## src/rtl/core/ccam_pkg.sv

```systemverilog
`default_nettype none
package ccam_pkg;

    localparam int LETTERS = 52;

    localparam logic [7:0] CH_LBRACK = 8'h5B;
    localparam logic [7:0] CH_RBRACK = 8'h5D;
    localparam logic [7:0] CH_CARET  = 8'h5E;

    localparam logic REG_SUFFIX_MODE = 1'b0;

    typedef enum logic [1:0] {
        ST_OK       = 2'd0,
        ST_SYNTAX   = 2'd1,
        ST_OVERFLOW = 2'd2,
        ST_NONE     = 2'd3
    } status_t;

    typedef enum logic [3:0] {
        PH_WAIT = 4'b0001,
        PH_OPEN = 4'b0010,
        PH_SET  = 4'b0100,
        PH_NEG  = 4'b1000
    } phase_t;

    typedef struct packed {
        logic                neg;
        logic [LETTERS-1:0]  mask;
    } class_t;

    function automatic logic is_letter(input logic [7:0] b);
        return ((b >= 8'h41) && (b <= 8'h5A)) || ((b >= 8'h61) && (b <= 8'h7A));
    endfunction

    // one-hot letter position: A-Z at 0..25, a-z at 26..51
    function automatic logic [LETTERS-1:0] letter_bit(input logic [7:0] b);
        logic [LETTERS-1:0] r;
        r = '0;
        if ((b >= 8'h41) && (b <= 8'h5A)) begin
            r[6'(b - 8'h41)] = 1'b1;
        end else if ((b >= 8'h61) && (b <= 8'h7A)) begin
            r[6'(b - 8'h47)] = 1'b1;
        end
        return r;
    endfunction

endpackage
`default_nettype wire

```

## src/rtl/core/char_class_affix_matcher_core.sv

```systemverilog
// Character-class affix matcher.
// Input stream (s_*): one byte per word. s_tuser[0] = 0 for a pattern byte, 1 for
// a word byte; s_tdata is the byte; s_tlast closes the pattern or the word.
// Pattern bytes build up to MAX_POS positions (letters, [set], [^set]); the
// final pattern byte yields a compile-status word. The final word byte yields
// a verdict: prefix match, or suffix match when suffix_mode is set over APB
// (byte address 0, bit 0).
// Result stream (m_*): m_tuser[0] = verdict kind; m_tdata = {position_total,
// status, matched}. One output register holds the result until taken.
// Sequencing: a pattern byte is handled as it is accepted. A word byte goes
// through a class memory read, then a compare in the shared class unit. The
// last word byte in suffix mode then has the shared unit walk the class memory
// over each compiled position before the verdict is written.
// s_tready is low while an item is in progress and while a result waits and
// m_tready is low; the block stalls until the output register is free.
// Reset (aresetn, synchronous) leaves no valid pattern, an empty word and
// prefix mode.
`default_nettype none
module char_class_affix_matcher_core #(
    parameter int MAX_POS = 16
) (
    input  wire logic        aclk,
    input  wire logic        aresetn,
    input  wire logic        s_tvalid,
    output logic             s_tready,
    input  wire logic [7:0]  s_tdata,   // [7:0] symbol
    input  wire logic [0:0]  s_tuser,   // [0] kind
    input  wire logic        s_tlast,
    output logic             m_tvalid,
    input  wire logic        m_tready,
    output logic      [7:0]  m_tdata,   // [0] matched, [2:1] status, [7:3] position_total
    output logic      [0:0]  m_tuser,   // [0] verdict_kind
    input  wire logic        psel,
    input  wire logic        penable,
    input  wire logic        pwrite,
    input  wire logic [2:0]  paddr,
    input  wire logic [31:0] pwdata,
    output logic      [31:0] prdata,
    output logic             pready
);
    localparam int AW = (MAX_POS > 1) ? $clog2(MAX_POS) : 1;
    localparam int CW = $clog2(MAX_POS + 1);

    typedef enum logic [2:0] {
        SQ_IDLE = 3'b001,
        SQ_CHK  = 3'b010,
        SQ_WALK = 3'b100
    } seq_t;

    seq_t                state_reg, state_next;
    ccam_pkg::phase_t    phase_reg, phase_next;
    ccam_pkg::status_t   status_reg, status_next;
    ccam_pkg::class_t    cur_class_reg, cur_class_next;
    logic                open_reg, open_next;
    logic [CW-1:0]       pc_reg, pc_next;
    logic [CW-1:0]       wc_reg, wc_next;
    logic [CW-1:0]       walk_reg, walk_next;
    logic                prefix_ok_reg, prefix_ok_next;
    logic                walk_ok_reg, walk_ok_next;
    logic                chk_en_reg, chk_en_next;
    logic                last_reg, last_next;
    logic                suffix_mode_reg, suffix_mode_next;
    logic [7:0]          sym_reg, sym_next;
    logic                m_valid_reg, m_valid_next;
    logic                m_kind_reg, m_kind_next;
    logic [7:0]          m_data_reg, m_data_next;
    logic [7:0]          tail_reg [MAX_POS];

    logic                s_acc;
    logic                ram_we;
    logic [AW-1:0]       ram_waddr;
    logic [AW-1:0]       ram_raddr;
    ccam_pkg::class_t    ram_wdata;
    ccam_pkg::class_t    ram_rdata;
    logic [7:0]          unit_sym;
    logic                unit_hit;
    logic [CW-1:0]       tidx;

    assign s_tready = (state_reg == SQ_IDLE) && (!m_valid_reg || m_tready);
    assign s_acc    = s_tvalid && s_tready;
    assign m_tvalid = m_valid_reg;
    assign m_tdata  = m_data_reg;
    assign m_tuser  = m_kind_reg;
    assign pready   = 1'b1;
    assign prdata   = (paddr[2] == ccam_pkg::REG_SUFFIX_MODE) ? {31'b0, suffix_mode_reg} : '0;
    assign tidx     = CW'(MAX_POS) - pc_reg + walk_reg;

    ccam_ram #(
        .WIDTH ($bits(ccam_pkg::class_t)),
        .DEPTH (MAX_POS)
    ) u_class_ram (
        .aclk  (aclk),
        .we    (ram_we),
        .waddr (ram_waddr),
        .wdata (ram_wdata),
        .raddr (ram_raddr),
        .rdata (ram_rdata)
    );

    ccam_class_unit u_class_unit (
        .cls (ram_rdata),
        .sym (unit_sym),
        .hit (unit_hit)
    );

    always_comb begin
        logic [CW-1:0]     eff_pc;
        ccam_pkg::phase_t  eff_phase;
        ccam_pkg::status_t eff_status;
        ccam_pkg::class_t  new_class;
        logic [AW-1:0]     cur_addr;
        logic              pok;
        logic              res_valid;
        logic              res_long;
        logic              ok;
        logic [1:0]        vstat;

        state_next       = state_reg;
        phase_next       = phase_reg;
        status_next      = status_reg;
        cur_class_next   = cur_class_reg;
        open_next        = open_reg;
        pc_next          = pc_reg;
        wc_next          = wc_reg;
        walk_next        = walk_reg;
        prefix_ok_next   = prefix_ok_reg;
        walk_ok_next     = walk_ok_reg;
        chk_en_next      = chk_en_reg;
        last_next        = last_reg;
        suffix_mode_next = suffix_mode_reg;
        sym_next         = sym_reg;
        m_valid_next     = m_valid_reg && !m_tready;
        m_kind_next      = m_kind_reg;
        m_data_next      = m_data_reg;
        ram_we           = 1'b0;
        ram_waddr        = '0;
        ram_wdata        = cur_class_reg;
        ram_raddr        = wc_reg[AW-1:0];
        unit_sym         = sym_reg;
        eff_pc           = open_reg ? pc_reg : '0;
        eff_phase        = open_reg ? phase_reg : ccam_pkg::PH_WAIT;
        eff_status       = open_reg ? status_reg : ccam_pkg::ST_NONE;
        new_class        = cur_class_reg;
        cur_addr         = AW'(eff_pc - 1'b1);
        pok              = prefix_ok_reg && !(chk_en_reg && !unit_hit);
        res_valid        = !open_reg && (status_reg == ccam_pkg::ST_OK);
        res_long         = wc_reg >= pc_reg;
        ok               = walk_ok_reg && unit_hit;
        vstat            = res_valid ? ccam_pkg::ST_OK : ccam_pkg::ST_NONE;

        if (psel && penable && pwrite && (paddr[2] == ccam_pkg::REG_SUFFIX_MODE)) begin
            suffix_mode_next = pwdata[0];
        end

        unique case (state_reg)
            SQ_IDLE: begin
                if (s_acc && !s_tuser[0]) begin
                    if (eff_status == ccam_pkg::ST_NONE) begin
                        unique case (eff_phase)
                            ccam_pkg::PH_WAIT: begin
                                if (ccam_pkg::is_letter(s_tdata) ||
                                    (s_tdata == ccam_pkg::CH_LBRACK)) begin
                                    if (eff_pc >= CW'(MAX_POS)) begin
                                        eff_status = ccam_pkg::ST_OVERFLOW;
                                    end else begin
                                        new_class      = '0;
                                        new_class.mask = ccam_pkg::letter_bit(s_tdata);
                                        if (!ccam_pkg::is_letter(s_tdata)) begin
                                            eff_phase = ccam_pkg::PH_OPEN;
                                        end
                                        ram_we    = 1'b1;
                                        ram_waddr = AW'(eff_pc);
                                        eff_pc    = eff_pc + 1'b1;
                                    end
                                end else begin
                                    eff_status = ccam_pkg::ST_SYNTAX;
                                end
                            end
                            ccam_pkg::PH_OPEN: begin
                                if (s_tdata == ccam_pkg::CH_CARET) begin
                                    new_class.neg = 1'b1;
                                    eff_phase     = ccam_pkg::PH_NEG;
                                    ram_we        = 1'b1;
                                    ram_waddr     = cur_addr;
                                end else if (ccam_pkg::is_letter(s_tdata)) begin
                                    new_class.mask = new_class.mask |
                                                     ccam_pkg::letter_bit(s_tdata);
                                    eff_phase      = ccam_pkg::PH_SET;
                                    ram_we         = 1'b1;
                                    ram_waddr      = cur_addr;
                                end else begin
                                    eff_status = ccam_pkg::ST_SYNTAX;
                                end
                            end
                            default: begin
                                if (ccam_pkg::is_letter(s_tdata)) begin
                                    new_class.mask = new_class.mask |
                                                     ccam_pkg::letter_bit(s_tdata);
                                    ram_we         = 1'b1;
                                    ram_waddr      = cur_addr;
                                end else if (s_tdata == ccam_pkg::CH_RBRACK) begin
                                    eff_phase = ccam_pkg::PH_WAIT;
                                end else begin
                                    eff_status = ccam_pkg::ST_SYNTAX;
                                end
                            end
                        endcase
                    end
                    ram_wdata      = new_class;
                    cur_class_next = new_class;
                    if (s_tlast) begin
                        open_next = 1'b0;
                        if (eff_status == ccam_pkg::ST_NONE) begin
                            eff_status = ccam_pkg::ST_OK;
                        end
                        m_valid_next = 1'b1;
                        m_kind_next  = 1'b0;
                        m_data_next  = {5'(eff_pc), eff_status, 1'b0};
                    end else begin
                        open_next = 1'b1;
                    end
                    pc_next     = eff_pc;
                    phase_next  = eff_phase;
                    status_next = eff_status;
                end else if (s_acc) begin
                    sym_next    = s_tdata;
                    last_next   = s_tlast;
                    chk_en_next = wc_reg < pc_reg;
                    if (wc_reg < CW'(MAX_POS)) begin
                        wc_next = wc_reg + 1'b1;
                    end
                    state_next = SQ_CHK;
                end
            end
            SQ_CHK: begin
                prefix_ok_next = pok;
                ram_raddr      = '0;
                state_next     = SQ_IDLE;
                if (last_reg) begin
                    if (res_valid && res_long && suffix_mode_reg && (pc_reg != '0)) begin
                        state_next   = SQ_WALK;
                        walk_next    = '0;
                        walk_ok_next = 1'b1;
                    end else begin
                        m_valid_next   = 1'b1;
                        m_kind_next    = 1'b1;
                        m_data_next    = {5'(pc_reg), vstat,
                                          res_valid && res_long && (suffix_mode_reg || pok)};
                        wc_next        = '0;
                        prefix_ok_next = 1'b1;
                    end
                end
            end
            SQ_WALK: begin
                unit_sym     = tail_reg[tidx[AW-1:0]];
                walk_ok_next = ok;
                walk_next    = walk_reg + 1'b1;
                ram_raddr    = AW'(walk_reg + 1'b1);
                if ((walk_reg + 1'b1) == pc_reg) begin
                    m_valid_next   = 1'b1;
                    m_kind_next    = 1'b1;
                    m_data_next    = {5'(pc_reg), ccam_pkg::ST_OK, ok};
                    wc_next        = '0;
                    prefix_ok_next = 1'b1;
                    state_next     = SQ_IDLE;
                end
            end
            default: begin
                state_next = SQ_IDLE;
            end
        endcase
    end

    always_ff @(posedge aclk) begin
        if (!aresetn) begin
            state_reg       <= SQ_IDLE;
            phase_reg       <= ccam_pkg::PH_WAIT;
            status_reg      <= ccam_pkg::ST_NONE;
            open_reg        <= 1'b0;
            pc_reg          <= '0;
            wc_reg          <= '0;
            walk_reg        <= '0;
            prefix_ok_reg   <= 1'b1;
            walk_ok_reg     <= 1'b1;
            chk_en_reg      <= 1'b0;
            last_reg        <= 1'b0;
            suffix_mode_reg <= 1'b0;
            m_valid_reg     <= 1'b0;
        end else begin
            state_reg       <= state_next;
            phase_reg       <= phase_next;
            status_reg      <= status_next;
            open_reg        <= open_next;
            pc_reg          <= pc_next;
            wc_reg          <= wc_next;
            walk_reg        <= walk_next;
            prefix_ok_reg   <= prefix_ok_next;
            walk_ok_reg     <= walk_ok_next;
            chk_en_reg      <= chk_en_next;
            last_reg        <= last_next;
            suffix_mode_reg <= suffix_mode_next;
            m_valid_reg     <= m_valid_next;
        end
    end

    always_ff @(posedge aclk) begin
        cur_class_reg <= cur_class_next;
        sym_reg       <= sym_next;
        m_kind_reg    <= m_kind_next;
        m_data_reg    <= m_data_next;
        if (s_acc && s_tuser[0]) begin
            for (int i = 0; i < MAX_POS - 1; i++) begin
                tail_reg[i] <= tail_reg[i+1];
            end
            tail_reg[MAX_POS-1] <= s_tdata;
        end
    end

    a_pc_bound: assert property (@(posedge aclk) disable iff (!aresetn)
        pc_reg <= CW'(MAX_POS))
        else $error("position count beyond MAX_POS");

    a_pattern_unmatched: assert property (@(posedge aclk) disable iff (!aresetn)
        (m_tvalid && !m_tuser[0]) |-> !m_tdata[0])
        else $error("pattern status word flagged as matched");

    a_match_needs_ok: assert property (@(posedge aclk) disable iff (!aresetn)
        (m_tvalid && m_tuser[0] && m_tdata[0]) |-> (m_tdata[2:1] == ccam_pkg::ST_OK))
        else $error("match reported without a valid pattern");

    a_walk_range: assert property (@(posedge aclk) disable iff (!aresetn)
        (state_reg == SQ_WALK) |-> (walk_reg < pc_reg))
        else $error("suffix walk past last position");

    a_walk_mode: assert property (@(posedge aclk) disable iff (!aresetn)
        (state_reg == SQ_WALK) |-> (suffix_mode_reg && (status_reg == ccam_pkg::ST_OK)))
        else $error("suffix walk without suffix mode or valid pattern");

endmodule
`default_nettype wire

```

## src/rtl/core/ccam_ram.sv

```systemverilog
`default_nettype none
module ccam_ram #(
    parameter int WIDTH = 8,
    parameter int DEPTH = 16,
    localparam int AW = (DEPTH > 1) ? $clog2(DEPTH) : 1
) (
    input  wire logic             aclk,
    input  wire logic             we,
    input  wire logic [AW-1:0]    waddr,
    input  wire logic [WIDTH-1:0] wdata,
    input  wire logic [AW-1:0]    raddr,
    output logic      [WIDTH-1:0] rdata
);
    logic [WIDTH-1:0] mem_reg [DEPTH];
    logic [WIDTH-1:0] rdata_reg;

    always_ff @(posedge aclk) begin
        if (we) begin
            mem_reg[waddr] <= wdata;
        end
        rdata_reg <= mem_reg[raddr];
    end

    assign rdata = rdata_reg;
endmodule
`default_nettype wire

```

## src/rtl/core/ccam_class_unit.sv

```systemverilog
`default_nettype none
module ccam_class_unit (
    input  wire ccam_pkg::class_t cls,
    input  wire logic [7:0]       sym,
    output logic                  hit
);
    // zero and non-letters are never members; negation flips
    assign hit = (|(cls.mask & ccam_pkg::letter_bit(sym))) ^ cls.neg;
endmodule
`default_nettype wire

```

## config.mk

```make
export PLATFORM = sky130hd
export DESIGN_NAME = char_class_affix_matcher_core
export DESIGN_NICKNAME = d
export VERILOG_FILES = /design/src/rtl/core/ccam_pkg.sv /design/src/rtl/core/char_class_affix_matcher_core.sv /design/src/rtl/core/ccam_ram.sv /design/src/rtl/core/ccam_class_unit.sv
export SDC_FILE = /design/constraint.sdc
export NUM_CORES = 1
export LEC_CHECK = 0
export BUFFER_PORTS_ARGS = -buffer_cell sky130_fd_sc_hd__buf_2
export CAP_MARGIN = 0
export CORE_ASPECT_RATIO = 1.4
export CORE_UTILIZATION = 35
export DETAILED_ROUTE_END_ITERATION = 8
export REMOVE_ABC_BUFFERS = 1
export SYNTH_ARGS = -nofsm -noshare
export SYNTH_HDL_FRONTEND = slang
export SYNTH_SLANG_ARGS = --single-unit
```

## constraint.sdc

```tcl
create_clock -name aclk -period 6.5 [get_ports aclk]
set_clock_uncertainty 0.1 [all_clocks]
set_input_delay 0.325 -clock aclk [delete_from_list [all_inputs] [get_ports aclk]]
set_output_delay 0.325 -clock aclk [all_outputs]
set_load 0.03 [all_outputs]
```

# Word level (Yosys, flattened, before mapping)
# Memories as Yosys holds them, arrays and structs flattened. A register that Yosys moved wholly into a read port is not among the register bits.
# Index checks and enable logic that the tools add are counted.
word_totals:
  in_bits: 52
  mem_bits_rw: 976
  output_inout_bits: 44
  register_bits: 101
  mem_count: 2
  word_cells: 249
mem_list:
  columns: ["name", "depth", "word_bits", "rd", "rd_ports_with_merged_regs", "write_ports", "line_no", "rtl"]
  rows:
  - ["u_class_ram.mem_reg", 16, 53, 1, 1, 1, "ccam_ram.sv:14", "logic [WIDTH-1:0] mem_reg [DEPTH];"]
  - ["tail_reg", 16, 8, 16, 0, 16, "char_class_affix_matcher_core.sv:67", "logic [7:0] tail_reg [MAX_POS];"]
classes:
  n_eq_ne: 20
  order_cmp: 20
  reduce_logical: 47
  n_bitwise: 6
  n_mux: 126
  add_sub_neg: 10
ops:
  columns: ["op", "count"]
  rows:
  - ["52-bit 2-to-1 mux", 17]
  - ["53-bit 2-to-1 mux", 5]
  - ["52-bit OR", 2]
  - ["52-bit one-hot mux with 2 select lines", 1]
  - ["5-bit 2-to-1 mux", 13]
  - ["4-bit 2-to-1 mux", 16]
  - ["52-bit bitwise AND", 1]
  - ["52-bit OR reduction", 1]
  - ["8-bit 2-to-1 mux", 6]
  - ["8-bit by 7-bit >= comparator with 1-bit output (second input constant)", 4]
  - ["8-bit by 7-bit <= comparator with 1-bit output (second input constant)", 4]
  - ["1-bit 2-to-1 mux", 32]
  - ["6-bit by 7-bit less-than comparator with 1-bit output (second input constant)", 4]
  - ["2-bit 2-to-1 mux", 13]
  - ["1-bit demux with 6-bit select", 4]
  - ["8-bit by 7-bit equality test with 1-bit output (second input constant)", 3]
  - ["6-bit by 1-bit >= comparator with 1-bit output (second input constant)", 4]
  - ["1-bit logical AND", 24]
  - ["4-bit one-hot mux with 2 select lines", 3]
  - ["8-bit one-hot mux with 3 select lines", 1]
  - ["5-bit by 1-bit adder with 5-bit output (second input constant)", 3]
  - ["3-bit 2-to-1 mux", 5]
  - ["5-bit one-hot mux with 3 select lines", 1]
  - ["2-bit != test (second input constant)", 7]
  - ["35 further kinds", 55]

# Depth between registers and ports, before layout
# An unclocked memory read counts as a cell.
logic_depth:
  depth_word: 23
  depth_mapped: 25
  ltp_nobuf: 21

# Cells and area by module
# A second synthesis with hierarchy kept.
unflattened:
  cells_unflattened: 2411
  hier_area_um2: 44814.2
modules_own_cells:
  columns: ["module", "area_each_um2", "n_inst", "seq_area_each_um2", "cells_per_inst"]
  rows:
  - ["ccam_ram", 32807.7, 1, 26525.4, 1370]
  - ["char_class_affix_matcher_core", 10702.8, 1, 6035.8, 883]
  - ["ccam_class_unit", 1303.8, 1, 0.0, 158]

# Worst setup path before layout
# No wires, ideal clock.
synth_timing:
  path_type: "reg-to-reg"
  startpoint: "reg state_reg[1]"
  endpoint: "mem u_class_ram.mem_reg[12][0] in the netlist's numbering (enable)"
  period_less_slack_ns: 5.864
  t_required_ns: 5.936
  setup_slack_ns: 0.636
  path_stages_with_launch: 14
  setup_ns: 0.464
  arrival_time_ns: 5.300
  path_buffers: 1
  cell_sequence: "dfxtp_1 clkbuf_1 nand2b_1 or2_2 nor2b_1 nand2_1 or2_2 a21oi_1 and2_1 nor2_1 o22ai_1 nand2_1 or2_2 nor2_1"
synth_via:
  elab_chain_cells: 8
  elab_cells_between_ends: 10
  classes_between: "eq/ne (1); mux (6); reduce/logical (3)"
synth_rtl:
  columns: ["item", "line_no", "rtl"]
  rows:
  - ["start, declared", "char_class_affix_matcher_core.sv:50", "seq_t state_reg, state_next;"]
  - ["start signal, assigned", "char_class_affix_matcher_core.sv:290", "state_reg <= state_next;"]
  - ["3-bit by 1-bit equality test with 1-bit output (*)", "char_class_affix_matcher_core.sv:79", "assign s_tready = (state_reg == SQ_IDLE) && (!m_valid_reg || m_tready);"]
  - ["1-bit logical AND (*)", "char_class_affix_matcher_core.sv:79", null]
  - ["via s_tready", "char_class_affix_matcher_core.sv:25", "output logic s_tready,"]
  - ["1-bit logical AND (*)", "char_class_affix_matcher_core.sv:80", "assign s_acc = s_tvalid && s_tready;"]
  - ["1-bit logical AND (*)", "char_class_affix_matcher_core.sv:157", "if (s_acc && !s_tuser[0]) begin"]
  - ["1-bit 2-to-1 mux", "char_class_affix_matcher_core.sv:157", null]
  - ["1-bit 2-to-1 mux", "char_class_affix_matcher_core.sv:155", "unique case (state_reg)"]
  - ["1-bit 2-to-1 mux", "ccam_ram.sv:18", "if (we) begin"]
  - ["1-bit 2-to-1 mux (not written as such)", "ccam_ram.sv:19", "mem_reg[waddr] <= wdata;"]
  - ["end, declared", "ccam_ram.sv:14", null]
# Mark *: on every way through the listed nets, which the timed path passes. The rest lies on a longest branch.

# Final worst setup path
layout_timing:
  startpoint: "reg pc_reg[0]"
  endpoint: "reg m_data_reg[0], in the netlist m_tdata[0], data pin"
layout_via:
  elab_chain_cells: 23
  elab_cells_between_ends: 40
  classes_between: "add/sub (4); order compare (9); mux (11); bitwise (2); reduce/logical (13); memory (1)"
layout_rtl:
  columns: ["item", "line_no", "rtl"]
  rows:
  - ["start, declared", "char_class_affix_matcher_core.sv:55", "logic [CW-1:0] pc_reg, pc_next;"]
  - ["start signal, assigned", "char_class_affix_matcher_core.sv:294", "pc_reg <= pc_next;"]
  - ["1-bit by 4-bit subtractor with 4-bit output", "char_class_affix_matcher_core.sv:86", "assign tidx = CW'(MAX_POS) - pc_reg + walk_reg;"]
  - ["4-bit adder", "char_class_affix_matcher_core.sv:86", null]
  - ["memory 16 x 8 bit", null, null]
  - ["8-bit 2-to-1 mux", "char_class_affix_matcher_core.sv:155", null]
  - ["6-bit by 3-bit subtractor with 6-bit output", "ccam_pkg.sv:42", "r[6'(b - 8'h47)] = 1'b1;"]
  - ["6-bit by 7-bit less-than comparator with 1-bit output (not written as such) or 6-bit by 1-bit >= comparator with 1-bit output (tied branches)", "ccam_pkg.sv:42", null]
  - ["1-bit logical AND (not written as such)", "ccam_pkg.sv:42", null]
  - ["1-bit 2-to-1 mux (not written as such)", "ccam_pkg.sv:42", null]
  - ["(+8 left out)", null, null]
  - ["1-bit logical NOT", "char_class_affix_matcher_core.sv:145", "pok = prefix_ok_reg && !(chk_en_reg && !unit_hit);"]
  - ["1-bit logical AND", "char_class_affix_matcher_core.sv:145", null]
  - ["1-bit logical OR", "char_class_affix_matcher_core.sv:248", "res_valid && res_long && (suffix_mode_reg || pok)};"]
  - ["1-bit logical AND", "char_class_affix_matcher_core.sv:248", null]
  - ["8-bit 2-to-1 mux", "char_class_affix_matcher_core.sv:240", "if (res_valid && res_long && suffix_mode_reg && (pc_reg != '0)) begin"]
  - ["8-bit 2-to-1 mux", "char_class_affix_matcher_core.sv:239", "if (last_reg) begin"]
  - ["8-bit one-hot mux with 3 select lines (*)", "char_class_affix_matcher_core.sv:155", null]
  - ["via m_data_next[0]", "char_class_affix_matcher_core.sv:66", "logic [7:0] m_data_reg, m_data_next;"]
  - ["end signal, assigned", "char_class_affix_matcher_core.sv:310", "m_data_reg <= m_data_next;"]
  - ["end, declared", "char_class_affix_matcher_core.sv:66", null]
# Mark *: on every way through the listed nets, which the timed path passes. The rest lies on a longest branch. The select of a mux whose other input is x is not followed.
# A chain may end at the register's enable or synchronous reset.

==> results <==
- The worst setup path category is flop to flop.
- Dividing the detail-routed via count by the number of cells gives approximately 5.4.
- The total CTS buffers is 101.
- The post-detailed-placement half-perimeter wirelength is 62.1 mm.
- The die covers 0.130 mm2.
- The tightest hold path in the finished design has a slack of slightly above 0.3 ns.
- The maximum clock frequency is 170 MHz.
- After synthesis, the most frequently instantiated cells are edfxtp_1, mux4_2, nand2_1, dfxtp_1, clkbuf_1.
- The via count of the first global-routing pass is between 20000 and 25000.
- The final clock period utilization by the worst path is 90.5%.
- The type of the tightest min-delay check is input pin to flop.
- The synthesized design contains 1130 register bits.
- 96 I/O pins were placed.
- The floorplan has 155 rows.
- Of the post-synthesis cell area, the dominant cell type holds 66.4%.
- The slowest stage of the critical path is the fa_2 cell.
- At the pin with the least slew margin, the transition time is 1.31 ns.
- Yosys instantiated no cell more often than edfxtp_1.
- The power density of the placed cells is 291 mW/mm2.
- The root buffer cell chosen for the clock tree is clkbuf_16.
- The die is a little over 300 um wide.
- STA classifies the critical path endpoint as a flop.
- The number of antenna violations at the first check in global routing is 0.
- The setup TNS after final layout is 0 ns.
- VDD sags by at most 0.000229 V.
- The cell count after synthesis is 2571.
- The routed length per instance is between 20 and 25 um.
- The most used flip-flop cell after synthesis is edfxtp_1.
- Sequential elements use 72.5% of the synthesized area.
- The post-route antenna net violation count is 0.
- The mean instance size in the synthesized netlist is 17.5 um2.
- Counting along the longest clock path gives a buffer depth of 3.
- The warning count from the yosys run is 0.
- The routed layout has 23800 vias.
- Entering global routing, the biggest net connects 107 pins.
- The cell type with the largest total area after synthesis is edfxtp_1.
- The cell area that synthesis handed to floorplanning was around 0.045 mm2.
- The clock drives 1130 sinks.
- The number of pins with negative max-slew slack in the final report was 0.
- The H-tree was split into 3 levels.
- The global-route wire length before repair is 159 mm.
- The post-detailed-routing wire length is 107 mm.
- On the critical path the largest part of the delay comes from simple AND/OR/NAND/NOR gates.
- The startpoint type of the worst setup path is a flop.
- The total inserted antenna cells is 0.
- At the worst endpoint, the arrival time is about 6.2 ns.
- The height of the die is 426 um.
- The number of cells after detailed placement is 4214.
- In this run the standard cell core region covers 0.127 mm2.
- For the finished layout, the period the worst path requires is 5.88 ns.
- Setup violations remaining at the end of the flow were counted as 0.
- The distinct cell type count after synthesis is 87.
- STA puts the critical path data required time at 6.86 ns.
- The last weighted congestion value of the routability-driven placer is 0.864.
- The number of optimization iterations in the first detailed-route pass is 5.
- Across the run, the number of max-cap violations was 0.
- Walking the worst path, the cells encountered are ha_1, inv_1, fa_2, buf_4, mux2i_1, mux4_2, or4_1, and3_1, xnor2_1, mux4_2, a31oi_1, a31oi_1, nor3_2, xnor2_1, a2bb2oi_1.
- The count of unresolved DRC violations after routing is 0.
- Clock latency on the worst-skew pair, taken at its later pin, is 0.72 ns.
- The residual overflow from global routing is 0.
- The initial utilization of the core area, before any placement, comes to 35.3%.
- In this run the worst path has a maximum fanout of 20.
- By area the synthesized netlist is led by edfxtp_1, mux4_2, dfxtp_1.
- The number of failing hold endpoints at the final stage is 0.
- After clock tree synthesis, the clock-pin slew on the worst setup and hold paths is around 0.060 ns.
- Setup repair after global routing left no endpoint under its margin.
- In this run the static leakage power is 18.2 nW.
- The run finished with clean final reports.
- The number of flip-flops under the largest register name is 848.
- In this design, the stage delay of the slowest critical-path cell is about 0.77 ns.
- For this run, the post-layout net count is 2759.
- For this block, the initial DRC count from the detailed router was 2088.
- The count of buffering cells on the critical path with inverters included is 2.
- The TritonCTS clock tree is built.
- The final cell count without fillers is around 4400.
- The number of synthesized flops with an enable pin is 993.
- After clock tree synthesis, the repair step resized 0 gates.
- The share of synthesized flip-flops with an asynchronous set or reset is 0%.
- Buffers placed on the I/O ports in this run total 30.
- Relative to the synthesized area, the layout overhead comes to 13.9%.
- The headroom to the max-slew limit is between 10% and 20%.
- Global routing used 16.4% of the available tracks across all layers.
- In the final layout, the share of cells above drive strength 1 is 20.7%.
==> final cells by class <==
type                       count  area [um2]
sequential                  1130       32600
clock buffer                 135        2760
timing repair buffer         151        1460
fill                       11300       76300
inverter                      32         123
multi-input combinational   1269       11700
tap                         1648        2060
clock inverter                55         531
==> placed cells by master (no fill, tap or decap), drive strengths merged, types with 10 or more instances in the layout <==
cell | synthesis | routed
a211oi | 62 | 62
buf | 83 | 135
o21ai | 72 | 72
nor4 | 10 | 10
and3 | 10 | 10
o22ai | 19 | 19
conb | 2 | 32
and2 | 62 | 62
a31oi | 69 | 69
nand2b | 10 | 10
nor2 | 84 | 84
edfxtp | 993 | 993
nand3 | 37 | 37
dlygate4sd3 | 0 | 16
clkbuf | 87 | 135
dfxtp | 137 | 137
inv | 31 | 33
a21oi | 58 | 58
mux4 | 242 | 242
ha | 21 | 21
xnor2 | 18 | 18
a22oi | 11 | 11
nand2 | 242 | 242
mux2i | 43 | 43
a22o | 19 | 19
nor3 | 24 | 24
clkinv | 1 | 45
==> what timing repair did <==
action	CTS	global route
hold buffers	16	0
setup buffers	0	0
hold endpoints to repair	30	0
==> power breakdown <==
group | switching [mW] | leakage, nW | internal [mW]
sequential | 0.0964 | 12.0 | 7.95
combinational | 0.542 | 4.61 | 0.378
clock | 2.67 | 1.61 | 3.28
total | 3.31 | 18.2 | 11.6
==> logic make-up (layout without fill, tap and decap cells) <==
family / count (synthesis) / after routing / share of synthesized area [%]
flops: 1130 / 1130 / 72.5
simple gates: 527 / 527 / 5.49
compound gates: 374 / 374 / 5.53
mux: 288 / 288 / 13.2
buf+inv: 202 / 373 / 2.18
xor+xnor: 26 / 26 / 0.540
fa+ha+maj: 22 / 22 / 0.629
other cells: 2 / 32 / 0.0167
==> routing by layer <==
metal	GRT usage, %	part of all wire (%)	vias to the layer above	routed length, um
met1	19.6	39	12600	42200
met5	0	0	-	0
li1	-	-	10400	-
met3	1.96	4.2	173	4450
met4	6.45	3.4	0	3650
met2	30.0	53	671	56700
==> stage by stage <==
stage               power [mW]  utilization, %  worst slack (ns)  area [um2]
global placement          9.12            37.5             0.659       47700
detailed placement        9.12            37.5             0.595       47700
finish                    14.9            40.2             0.621       51200
floorplan                 8.96               -            -14.78       44200
global route              15.4            40.2             0.287       51200
CTS                       15.1            40.2             0.578       51200
==> final timing paths <==
check,startpoint,to,slack (ns),cells past startpoint
hold / removal,s_tdata[7],tail_reg[15][7]$_DFFE_PP_,0.31,2
hold reg to reg,tail_reg[13][5]$_DFFE_PP_,tail_reg[12][5]$_DFFE_PP_,0.34,0
setup reg to reg,pc_reg[0]$_SDFFE_PN0P_,m_tdata[0]$_DFFE_PP_,0.62,15
setup / recovery,pc_reg[0]$_SDFFE_PN0P_,m_tdata[0]$_DFFE_PP_,0.62,15
(Power assumes the default switching activity.)
